`src/rtl/olte_pkg.sv`:
```
// ----------------------------------------------------------------------------
// olte_pkg
// Shared types and constants for the ordered list table engine.
// ----------------------------------------------------------------------------
package olte_pkg;

  localparam int DEPTH     = 64;
  localparam int WORD_BITS = 32;
  localparam int ADDR_W    = $clog2(DEPTH);
  localparam int CNT_W     = $clog2(DEPTH + 1);
  localparam int POS_W     = 7;
  localparam int LEN_W     = 7;
  localparam int CMP_W     = ((POS_W > CNT_W) ? POS_W : CNT_W) + 1;

  typedef logic signed [WORD_BITS-1:0] word_t;

  localparam logic [2:0] MODE_INSERT = 3'd0;
  localparam logic [2:0] MODE_DELETE = 3'd1;
  localparam logic [2:0] MODE_LOCATE = 3'd2;
  localparam logic [2:0] MODE_GET    = 3'd3;
  localparam logic [2:0] MODE_CLEAR  = 3'd4;

  localparam logic [1:0] STAT_OK    = 2'd0;
  localparam logic [1:0] STAT_RANGE = 2'd1;
  localparam logic [1:0] STAT_FULL  = 2'd2;

  typedef struct packed {
    logic [2:0]         mode;
    logic [POS_W-1:0]   position;
    logic signed [31:0] item_value;
  } in_t;

  typedef struct packed {
    logic [1:0]         status;
    logic signed [31:0] read_value;
    logic [LEN_W-1:0]   found_position;
    logic [LEN_W-1:0]   list_length;
    logic               is_empty;
  } out_t;

  typedef struct packed {
    logic              we;
    logic [ADDR_W-1:0] waddr;
    word_t             wdata;
    logic              re;
    logic [ADDR_W-1:0] raddr;
  } ram_req_t;

endpackage

```
`src/rtl/olte_ram.sv`:
```
// ----------------------------------------------------------------------------
// olte_ram
// Entry store: one write port, one read port, registered read data.
// ----------------------------------------------------------------------------
module olte_ram (
  input  logic              clk,
  input  olte_pkg::ram_req_t req,
  output olte_pkg::word_t   rdata
);

  olte_pkg::word_t mem [olte_pkg::DEPTH];
  olte_pkg::word_t rdata_r;

  always_ff @(posedge clk) begin
    if (req.we) begin
      mem[req.waddr] <= req.wdata;
    end
    if (req.re) begin
      rdata_r <= mem[req.raddr];
    end
  end

  assign rdata = rdata_r;

endmodule

```
`src/rtl/olte_ctrl.sv`:
```
// ----------------------------------------------------------------------------
// olte_ctrl
// Sequencer: walks the store one entry per cycle to shift, compare or read.
// ----------------------------------------------------------------------------
module olte_ctrl (
  input  logic              clk,
  input  logic              rst_n,
  input  logic              start,
  input  olte_pkg::in_t     in_item,
  output logic              busy,
  output logic              fin,
  output olte_pkg::out_t    result,
  output olte_pkg::ram_req_t ram_req,
  input  olte_pkg::word_t   ram_rdata
);

  typedef enum logic [2:0] {
    ST_IDLE = 3'b001,
    ST_SCAN = 3'b010,
    ST_FIN  = 3'b100
  } st_t;

  st_t                         st_r, st_nxt;
  logic [olte_pkg::CNT_W-1:0]  cnt_r, cnt_nxt;
  logic                        iss_r, iss_nxt;
  logic                        pend_r, pend_nxt;
  logic                        plast_r, plast_nxt;
  logic [2:0]                  mode_r, mode_nxt;
  logic [olte_pkg::POS_W-1:0]  pos_r, pos_nxt;
  olte_pkg::word_t             val_r, val_nxt;
  logic [olte_pkg::ADDR_W-1:0] ra_r, ra_nxt;
  logic [olte_pkg::ADDR_W-1:0] rend_r, rend_nxt;
  logic [olte_pkg::ADDR_W-1:0] pa_r, pa_nxt;
  logic                        down_r, down_nxt;
  logic                        commit_r, commit_nxt;
  logic [1:0]                  status_r, status_nxt;
  olte_pkg::word_t             rd_r, rd_nxt;
  logic [olte_pkg::CNT_W-1:0]  found_r, found_nxt;

  logic [olte_pkg::CMP_W-1:0]  pos_x, cnt_x;
  logic [olte_pkg::ADDR_W-1:0] pos_m1, cnt_m1;

  assign pos_x  = olte_pkg::CMP_W'(in_item.position);
  assign cnt_x  = olte_pkg::CMP_W'(cnt_r);
  assign pos_m1 = olte_pkg::ADDR_W'(in_item.position - olte_pkg::POS_W'(1));
  assign cnt_m1 = olte_pkg::ADDR_W'(cnt_r - olte_pkg::CNT_W'(1));

  always_comb begin
    st_nxt     = st_r;
    cnt_nxt    = cnt_r;
    iss_nxt    = iss_r;
    pend_nxt   = pend_r;
    plast_nxt  = plast_r;
    mode_nxt   = mode_r;
    pos_nxt    = pos_r;
    val_nxt    = val_r;
    ra_nxt     = ra_r;
    rend_nxt   = rend_r;
    pa_nxt     = pa_r;
    down_nxt   = down_r;
    commit_nxt = commit_r;
    status_nxt = status_r;
    rd_nxt     = rd_r;
    found_nxt  = found_r;
    ram_req    = '0;
    fin        = 1'b0;

    unique case (st_r)
      ST_IDLE: begin
        if (start) begin
          mode_nxt   = in_item.mode;
          pos_nxt    = in_item.position;
          val_nxt    = olte_pkg::WORD_BITS'(in_item.item_value);
          status_nxt = olte_pkg::STAT_OK;
          rd_nxt     = '0;
          found_nxt  = '0;
          commit_nxt = 1'b0;
          iss_nxt    = 1'b0;
          pend_nxt   = 1'b0;
          st_nxt     = ST_FIN;
          unique case (in_item.mode)
            olte_pkg::MODE_INSERT: begin
              if (pos_x == '0 || pos_x > cnt_x + olte_pkg::CMP_W'(1)) begin
                status_nxt = olte_pkg::STAT_RANGE;
              end else if (cnt_r == olte_pkg::CNT_W'(olte_pkg::DEPTH)) begin
                status_nxt = olte_pkg::STAT_FULL;
              end else begin
                commit_nxt = 1'b1;
                if (pos_x <= cnt_x) begin
                  ra_nxt   = cnt_m1;
                  rend_nxt = pos_m1;
                  down_nxt = 1'b1;
                  iss_nxt  = 1'b1;
                  st_nxt   = ST_SCAN;
                end
              end
            end
            olte_pkg::MODE_DELETE, olte_pkg::MODE_GET: begin
              if (pos_x == '0 || pos_x > cnt_x) begin
                status_nxt = olte_pkg::STAT_RANGE;
              end else begin
                commit_nxt = (in_item.mode == olte_pkg::MODE_DELETE);
                ra_nxt     = pos_m1;
                rend_nxt   = (in_item.mode == olte_pkg::MODE_DELETE) ? cnt_m1 : pos_m1;
                down_nxt   = 1'b0;
                iss_nxt    = 1'b1;
                st_nxt     = ST_SCAN;
              end
            end
            olte_pkg::MODE_LOCATE: begin
              if (cnt_r != '0) begin
                ra_nxt   = '0;
                rend_nxt = cnt_m1;
                down_nxt = 1'b0;
                iss_nxt  = 1'b1;
                st_nxt   = ST_SCAN;
              end
            end
            olte_pkg::MODE_CLEAR: begin
              cnt_nxt = '0;
            end
            default: ;
          endcase
        end
      end

      ST_SCAN: begin
        pend_nxt = 1'b0;
        if (iss_r) begin
          ram_req.re    = 1'b1;
          ram_req.raddr = ra_r;
          pend_nxt      = 1'b1;
          pa_nxt        = ra_r;
          plast_nxt     = (ra_r == rend_r);
          iss_nxt       = (ra_r != rend_r);
          ra_nxt        = down_r ? ra_r - olte_pkg::ADDR_W'(1)
                                 : ra_r + olte_pkg::ADDR_W'(1);
        end
        if (pend_r) begin
          unique case (mode_r)
            olte_pkg::MODE_INSERT: begin
              ram_req.we    = 1'b1;
              ram_req.waddr = pa_r + olte_pkg::ADDR_W'(1);
              ram_req.wdata = ram_rdata;
            end
            olte_pkg::MODE_DELETE: begin
              if (pa_r == olte_pkg::ADDR_W'(pos_r - olte_pkg::POS_W'(1))) begin
                rd_nxt = ram_rdata;
              end else begin
                ram_req.we    = 1'b1;
                ram_req.waddr = pa_r - olte_pkg::ADDR_W'(1);
                ram_req.wdata = ram_rdata;
              end
            end
            olte_pkg::MODE_LOCATE: begin
              if (ram_rdata == val_r) begin
                found_nxt = olte_pkg::CNT_W'(pa_r) + olte_pkg::CNT_W'(1);
                iss_nxt   = 1'b0;
                pend_nxt  = 1'b0;
                st_nxt    = ST_FIN;
              end
            end
            olte_pkg::MODE_GET: begin
              rd_nxt = ram_rdata;
            end
            default: ;
          endcase
          if (plast_r) begin
            iss_nxt  = 1'b0;
            pend_nxt = 1'b0;
            st_nxt   = ST_FIN;
          end
        end
      end

      ST_FIN: begin
        fin    = 1'b1;
        st_nxt = ST_IDLE;
        if (commit_r) begin
          if (mode_r == olte_pkg::MODE_INSERT) begin
            ram_req.we    = 1'b1;
            ram_req.waddr = olte_pkg::ADDR_W'(pos_r - olte_pkg::POS_W'(1));
            ram_req.wdata = val_r;
            cnt_nxt       = cnt_r + olte_pkg::CNT_W'(1);
          end else begin
            cnt_nxt = cnt_r - olte_pkg::CNT_W'(1);
          end
        end
      end

      default: st_nxt = ST_IDLE;
    endcase
  end

  always_ff @(posedge clk) begin
    if (!rst_n) begin
      st_r   <= ST_IDLE;
      cnt_r  <= '0;
      iss_r  <= 1'b0;
      pend_r <= 1'b0;
    end else begin
      st_r   <= st_nxt;
      cnt_r  <= cnt_nxt;
      iss_r  <= iss_nxt;
      pend_r <= pend_nxt;
    end
  end

  always_ff @(posedge clk) begin
    plast_r  <= plast_nxt;
    mode_r   <= mode_nxt;
    pos_r    <= pos_nxt;
    val_r    <= val_nxt;
    ra_r     <= ra_nxt;
    rend_r   <= rend_nxt;
    pa_r     <= pa_nxt;
    down_r   <= down_nxt;
    commit_r <= commit_nxt;
    status_r <= status_nxt;
    rd_r     <= rd_nxt;
    found_r  <= found_nxt;
  end

  assign busy = (st_r != ST_IDLE);

  always_comb begin
    result.status         = status_r;
    result.read_value     = 32'(rd_r);
    result.found_position = olte_pkg::LEN_W'(found_r);
    result.list_length    = olte_pkg::LEN_W'(cnt_nxt);
    result.is_empty       = (cnt_nxt == '0);
  end

endmodule

```
`src/rtl/ordered_list_table_engine.sv`:
```
// ----------------------------------------------------------------------------
// ordered_list_table_engine
// Fixed-capacity ordered list with insert, delete, locate, get and clear.
// ----------------------------------------------------------------------------
//  channel  ports                    handshake
//  -------  -----------------------  ---------------------------------------
//  input    start, busy, in_item     item taken on start && !busy
//  result   out_valid, out_item      one-cycle strobe, one result per item
//
//  Insert/delete at p <= n walk entries p to n; locate walks from entry 1 to a match;
//  get reads entry p; append, clear, spare modes, out-of-range and full skip the walk.
//  The store is walked one entry per cycle through its single read port.
//  Reset empties the list; store contents stay undefined until written.
//  The result side cannot stall; busy holds off the next item.
// ----------------------------------------------------------------------------
module ordered_list_table_engine (
  input  logic           clk,
  input  logic           rst_n,
  input  logic           start,
  output logic           busy,
  input  olte_pkg::in_t  in_item,
  output logic           out_valid,
  output olte_pkg::out_t out_item
);

  olte_pkg::ram_req_t ram_req;
  olte_pkg::word_t    ram_rdata;
  olte_pkg::out_t     result;
  logic               fin;
  logic               out_valid_r;
  olte_pkg::out_t     out_item_r;

  olte_ctrl u_ctrl (
    .clk       (clk),
    .rst_n     (rst_n),
    .start     (start),
    .in_item   (in_item),
    .busy      (busy),
    .fin       (fin),
    .result    (result),
    .ram_req   (ram_req),
    .ram_rdata (ram_rdata)
  );

  olte_ram u_ram (
    .clk   (clk),
    .req   (ram_req),
    .rdata (ram_rdata)
  );

  always_ff @(posedge clk) begin
    if (!rst_n) begin
      out_valid_r <= 1'b0;
    end else begin
      out_valid_r <= fin;
    end
  end

  always_ff @(posedge clk) begin
    if (fin) begin
      out_item_r <= result;
    end
  end

  assign out_valid = out_valid_r;
  assign out_item  = out_item_r;

endmodule

```
`config.mk`:
```
export PLATFORM = sky130hd
export DESIGN_NAME = ordered_list_table_engine
export DESIGN_NICKNAME = d
export VERILOG_FILES = /design/src/rtl/olte_pkg.sv /design/src/rtl/olte_ram.sv /design/src/rtl/olte_ctrl.sv /design/src/rtl/ordered_list_table_engine.sv
export SDC_FILE = /design/constraint.sdc
export NUM_CORES = 2
export LEC_CHECK = 0
export BUFFER_PORTS_ARGS = -buffer_cell sky130_fd_sc_hd__buf_2
export CAP_MARGIN = 15
export CORE_ASPECT_RATIO = 1.2
export CORE_MARGIN = 2
export CORE_UTILIZATION = 50
export CTS_BUF_LIST = sky130_fd_sc_hd__clkbuf_16
export CTS_CLUSTER_DIAMETER = 100
export DETAILED_ROUTE_END_ITERATION = 8
export GPL_TIMING_DRIVEN = 0
export PLACE_DENSITY_LB_ADDON = 0.12
export SKIP_LAST_GASP = 1
export SYNTH_ARGS = -nofsm -noshare
export SYNTH_HDL_FRONTEND = slang
export SYNTH_SLANG_ARGS = --single-unit
```
`constraint.sdc`:
```
create_clock -name clk -period 16.17 [get_ports clk]
set_input_delay 3.234 -clock clk [delete_from_list [all_inputs] [get_ports clk]]
set_output_delay 3.234 -clock clk [all_outputs]
set_load 0.02 [all_outputs]
```
* Word-level counts from Yosys, hierarchy flattened
Memories as Yosys holds them, arrays and structs flattened. A register that Yosys moved wholly into a read port is not among the register bits. Cells that the tools add are included.
Operators by class: $add $sub $neg 10, eq/ne operators 36, muxes and demuxes 89, reduce and logical (&&, ||, !) cells 18, $lt $le $gt $ge 3
Operators with widths (count):
- $mux W39 | 4
- $pmux W39 S2 | 2
- $pmux W32 S2 | 2
- $mux W32 | 3
- $mux W6 | 14
- $mux W7 | 10
- $pmux W6 S3 | 2
- $eq A32 B32 Y1 | 1
- $mux W3 | 10
- $mux W1 | 29
- $pmux W7 S2 | 2
- $sub A6 B1 Y6 const B | 4
- $eq A3 B2 Y1 const B | 5
- $add A6 B1 Y6 const B | 2
- $eq A6 B6 Y1 | 2
- $ne A3 B2 Y1 const B | 4
- $ne A3 B3 Y1 const B | 4
- $pmux W6 S2 | 1
- $ne A2 B1 Y1 const B | 5
- $ne A2 B2 Y1 const B | 5
- $reduce_and A5 Y1 | 2
- $eq A3 B1 Y1 const B | 3
- $pmux W3 S3 | 1
- $reduce_and A9 Y1 | 1
- other kinds (28) | 38
Word-level totals: input bits 45, bits in registers 165, memory bits (writable) 2048, logic and storage cells 179, output and inout bits 51, memories 1
Memory list:
- u_ram.mem | depth 64, width 32, rd ports 1, clocked after memory_dff 1, wr ports 1, line olte_ram.sv:11 | olte_pkg::word_t mem [olte_pkg::DEPTH];

* Longest topological paths before layout
depth after elaboration 8, mapped depth 14, gate-level depth less buffers 12

* Cells and area by module
From an unflattened synthesis, not the netlist that was laid out.
Unflattened totals: cells, all modules 4146, area total of the unflattened synthesis 87446.4 um^2
By module, submodules not included:
- olte_ram | cells an instance 3511, times used 1, area each 79359.9 um^2
- olte_ctrl | cells an instance 584, times used 1, area each 6588.8 um^2
- ordered_list_table_engine | cells an instance 51, times used 1, area each 1497.7 um^2

* Worst setup path before layout
No wires, ideal clock.
path kind flip-flop to flip-flop, start point reg u_ctrl.st_r[2], end point mem u_ram.mem[0][0] (netlist name), enable pin, clock period less this slack 5852 ps, data required time 15749 ps, slack 10318 ps, cell stages (with the launch flop) 8, arrival time 5431 ps, cell sequence dfxtp_1 -> nor3b_2 -> nand2_1 -> nor2_1 -> a22oi_1 -> nor4_1 -> nand3_1 -> nor2_1
On the way: word-level cells in the longest chain between the ends 4, elaborated cells on any way between the ends 5, classes of those cells eq/ne (2); mux (3)
RTL lines:
- start: declaration | line olte_ctrl.sv:23 | st_t st_r, st_nxt;
- start signal: assignment | line olte_ctrl.sv:202 | st_r <= st_nxt;
- $eq A3 B3 Y1 / $eq A3 B2 Y1 (equally long branches) | line olte_ctrl.sv:68 | unique case (st_r)
- $pmux W39 S2 (*) | line olte_ctrl.sv:68
- $mux W1 | line olte_ram.sv:15 | if (req.we) begin
- $mux W1 (not written as such) | line olte_ram.sv:16 | mem[req.waddr] <= req.wdata;
- end: declaration | line olte_ram.sv:11
Every way passes the cells marked *; elsewhere a longest branch is shown, timed or not.

* Final worst setup path
start point reg u_ctrl.ra_r[0] (netlist name), end point reg u_ram.rdata_r[5] (netlist: u_ram.rdata[5]) (read register of u_ram.mem) (data pin)
On the way: word-level cells in the longest chain between the ends 2
RTL lines:
- start: declaration | line olte_ctrl.sv:31 | logic [olte_pkg::ADDR_W-1:0] ra_r, ra_nxt;
- start signal: assignment | line olte_ctrl.sv:214 | ra_r <= ra_nxt;
- $mux W7 | line olte_ctrl.sv:129 | if (iss_r) begin
- $mux W7 | line olte_ctrl.sv:68
- end: declaration | line olte_ram.sv:12 | olte_pkg::word_t rdata_r;
Every way passes these cells. A chain may end at the register's enable or synchronous reset.

==> impl_metrics.csv <==
group,metric,value,unit
yosys,syn-num-nets,5040,
global_routing,grt_pass1_wl,404,mm
detailed_routing,routed-wl-met2,140,mm
yosys,ys.flop_type,"edfxtp_1",
final_layout,postLayoutCoreUtil,58.2,%
yosys,synth_seq_cells,2245,
global_routing,track_usage,33.7,%
sta,finalHoldViolCount,0,
min_path,whs_endpoint,"out_item[30]",
yosys,synthTopCellsByCount,"2232 x edfxtp_1, 753 x nand2_1, 282 x nand3_1",
detailed_routing,topRoutingLayerUsed,"met5",
clock_network,path_clk_slew,0.06,ns
detailed_routing,vias,52000,
final_layout,multi_input_area,18900,µm²
die,die_w,385,µm
sta,timing.final.setup_violations,0,
setup_path,critPathKind,"reg2reg",
sta,relSlewSlack,9.04,%
detailed_routing,wirelength,299,mm
yosys,synth_cell_types,81,
min_path,hp-start,"u_ctrl.rd_r[15]",
sta,setup_ws,10.18,ns
setup_path,r2r_start,"u_ctrl.ra_r[0]",
power,vdd_drop_max,0.122,mV
placed_design,dpl.cell_count,7484,
yosys,avgSynthCellArea,17.5,µm²
sta,post-route-period-util,37.1,%
run,drv_cap,0,
placed_design,place_worst_setup_slack,9.89,ns
global_routing,grt_pass1_vias,49300,
setup_path,worstReg2RegEnd,"u_ram.rdata[5]",
final_layout,layoutNonFillerInstCount,7878,
sta,fin_skew,0.0505,ns
yosys,synth_most_common_cell,"edfxtp_1",
die,boundaryPins,96,
die,dieArea,178000,µm²
sta,whs,0.417,ns
detailed_routing,avgViaCountPerCell,6.60,
global_routing,grt_max_degree,65,
yosys,netlist_area,87100,µm²
setup_path,cp_max_fo,10,
placed_design,dp_hpwl,206,mm
detailed_routing,wl_met1,106,mm
setup_path,cp.arrival,6.59,ns
placed_design,gp_congestion,0.921,
power,leakagePower,29.5,nW
setup_path,cpPeakStageDelay,0.99,ns
die,row_count,167,
power,power_density,112,nW/µm²
yosys,synth_top_area_share,76.9,%
final_layout,layout-drive-gt1-share,18.5,%
die,die_h,461,µm
detailed_routing,drc,0,
final_layout,final_nets,5490,
final_layout,seq_area,67300,µm²
setup_path,r2r_cells,10,
yosys,postSynthCellCount,4968,
clock_network,cts.sinks,2245,
die,initial_core_util,50.4,%
setup_path,reg2reg_slack,10.18,ns
final_layout,areaGrowthSynthToFinish,15.4,%
sta,fin_crit,5.99,ns
run_status,status,"completed",
sta,timing_max_transition_violations_final,0,
sta,rsz0062_at_grt,"false",
clock_network,cts_made_buffers,210,
yosys,yosys-top-cells-area,"edfxtp_1 77%, mux4_2 6.8%, nand2_1 3.2%, nand3_1 1.6%, mux2i_1 1.2%",
setup_path,cp-start-kind,"flip-flop",
clock_network,cts_resized,0,
sta,worst_pin_slew,1.36,ns
setup_path,crit_path_frequent_cell,"clkbuf_1",
clock_network,post_cts_buffers,0,
clock_network,root_buffer,"clkbuf_16",
clock_network,cts_hold_buf,0,
clock_network,clockBufferDepth,3,
min_path,worstHoldPathCells,0,
clock_network,clock_latency,0.90,ns
yosys,synth_largest_area_cell,"edfxtp_1",
yosys,synth-seq-area-share,77.2,%
setup_path,end_kind,"flip-flop",
setup_path,crit_slowest_cell,"a32oi_1",
detailed_routing,dr.pass1.iters,8,
sta,fin_tns_setup,0,ns
global_routing,overflow,0,
die,coreArea,173000,µm²
clock_network,cts_tree,"yes",
sta,fmax,167,MHz
yosys,yosysWarnings,0,
placed_design,numPortBuffers,95,
yosys,synth-async-reset-ratio,0,%
setup_path,worstPathRequired,16.76,ns
clock_network,h-tree-depth,4,
setup_path,crit_chain,"clkbuf_1, inv_2, nor2_1, clkbuf_1, clkbuf_1, nand2_1, a32oi_1, o211ai_1, and3_1, nand4_1",
yosys,synth_edf_count,2232,
detailed_routing,ant_nets,0,
detailed_routing,drtIter0Drc,8115,
detailed_routing,wl_met3,33.0,mm
final_layout,fill_cells,12900,
global_routing,antenna_found_initial,17,
min_path,hp-class,"reg2reg",
detailed_routing,wire_per_inst,38.0,µm
[registers in the layout, summed over array words and instances (netlist names)]
| register | flops |
|---|---|
| u_ctrl.st_r | 3 |
| u_ram.mem | 2048 |
| u_ctrl.ra_r | 6 |
| u_ctrl.rend_r | 6 |
| u_ctrl.pa_r | 6 |
| u_ctrl.status_r | 2 |
| u_ctrl.pend_r | 1 |
| u_ctrl.down_r | 1 |
| u_ctrl.plast_r | 1 |
| u_ctrl.cnt_r | 7 |
| u_ram.rdata | 32 |
| u_ctrl.iss_r | 1 |
| u_ctrl.mode_r | 3 |
| u_ctrl.found_r | 7 |
| u_ctrl.pos_r | 6 |
| u_ctrl.rd_r | 32 |
| out_valid | 1 |
| out_item | 49 |
| u_ctrl.val_r | 32 |
| u_ctrl.commit_r | 1 |
[report_power, final]
group	internal (mW)	switching [mW]
sequential	6.33	0.0146
combinational	0.0312	0.0586
clock	2.65	2.20
[metrics by stage]
stage / area, µm² / power, mW
floorplan: 87100 / 6.52
global placement: 90500 / 6.56
detailed placement: 93900 / 6.56
CTS: 101000 / 11.3
global route: 101000 / 11.5
finish: 101000 / 11.3
[worst max-delay path by stage]
stage	cells after the start	slack [ns]	from	end
2_1_floorplan	7	10.32	u_ctrl.st_r[2]	u_ram.mem[0][0]
3_3_place_gp	7	5.27	u_ctrl.st_r[2]	u_ram.mem[16][11]
3_5_place_dp	10	9.89	in_item[32]	u_ctrl.ra_r[5]
4_1_cts	10	10.70	u_ctrl.ra_r[0]	u_ram.rdata[5]
5_1_grt	10	10.46	u_ctrl.st_r[2]	u_ram.mem[25][18]
6_report	10	10.18	u_ctrl.ra_r[0]	u_ram.rdata[5]
[cell type report]
cell class / instances / area share, %
Clock buffer: 212 / 5.27
Clock inverter: 174 / 1.34
Tap cell: 2281 / 2.84
Buffer: 282 / 1.39
Sequential cell: 2245 / 66.9
Timing Repair Buffer: 238 / 3.33
Antenna cell: 5 / 0.0124
Multi-Input combinational cell: 2414 / 18.8
Inverter: 27 / 0.102
[logic make-up after synthesis]
kind of cell / count (synthesis) / synth area share, %
compound gates: 477 / 4.15
mux: 370 / 8.03
fa+ha+maj: 27 / 0.396
buf+inv: 309 / 1.72
flops: 2245 / 77.2
simple gates: 1464 / 7.70
xor+xnor: 76 / 0.797
[critical path: cells and delay by family, from the launching register on]
kind                   cells  cell delay [ns]
AND/OR/NAND/NOR            4             1.41
AO/OA/AOI/OAI              2             1.33
flip-flops                 1             0.57
buffers and inverters      4             2.39
[cells in the final DEF, fill, tap and decap left out, drive strengths merged, types with 20 or more instances in the layout]
master and n:
nand3 283, and2 46, inv 80, and3 36, buf 369, nand4 106
a21oi 41, ha 26, xor2 25, edfxtp 2232, nor3 28, mux2i 107
xnor2 49, clkinv 99, a32oi 77, mux4 263, a211oi 23, or3 20
a31oi 59, o21ai 29, nor2 122, a22o 55, clkbuf 363, nand2 754
a22oi 82, o2111ai 22
[metal layers]
layer | track usage [%] | vias up
met2 | 53.2 | 3718
met5 | 0 | -
met3 | 7.78 | 854
met4 | 19.3 | 18
li1 | - | 20700
met1 | 43.1 | 26700
Power figures use the tool's default switching activity.
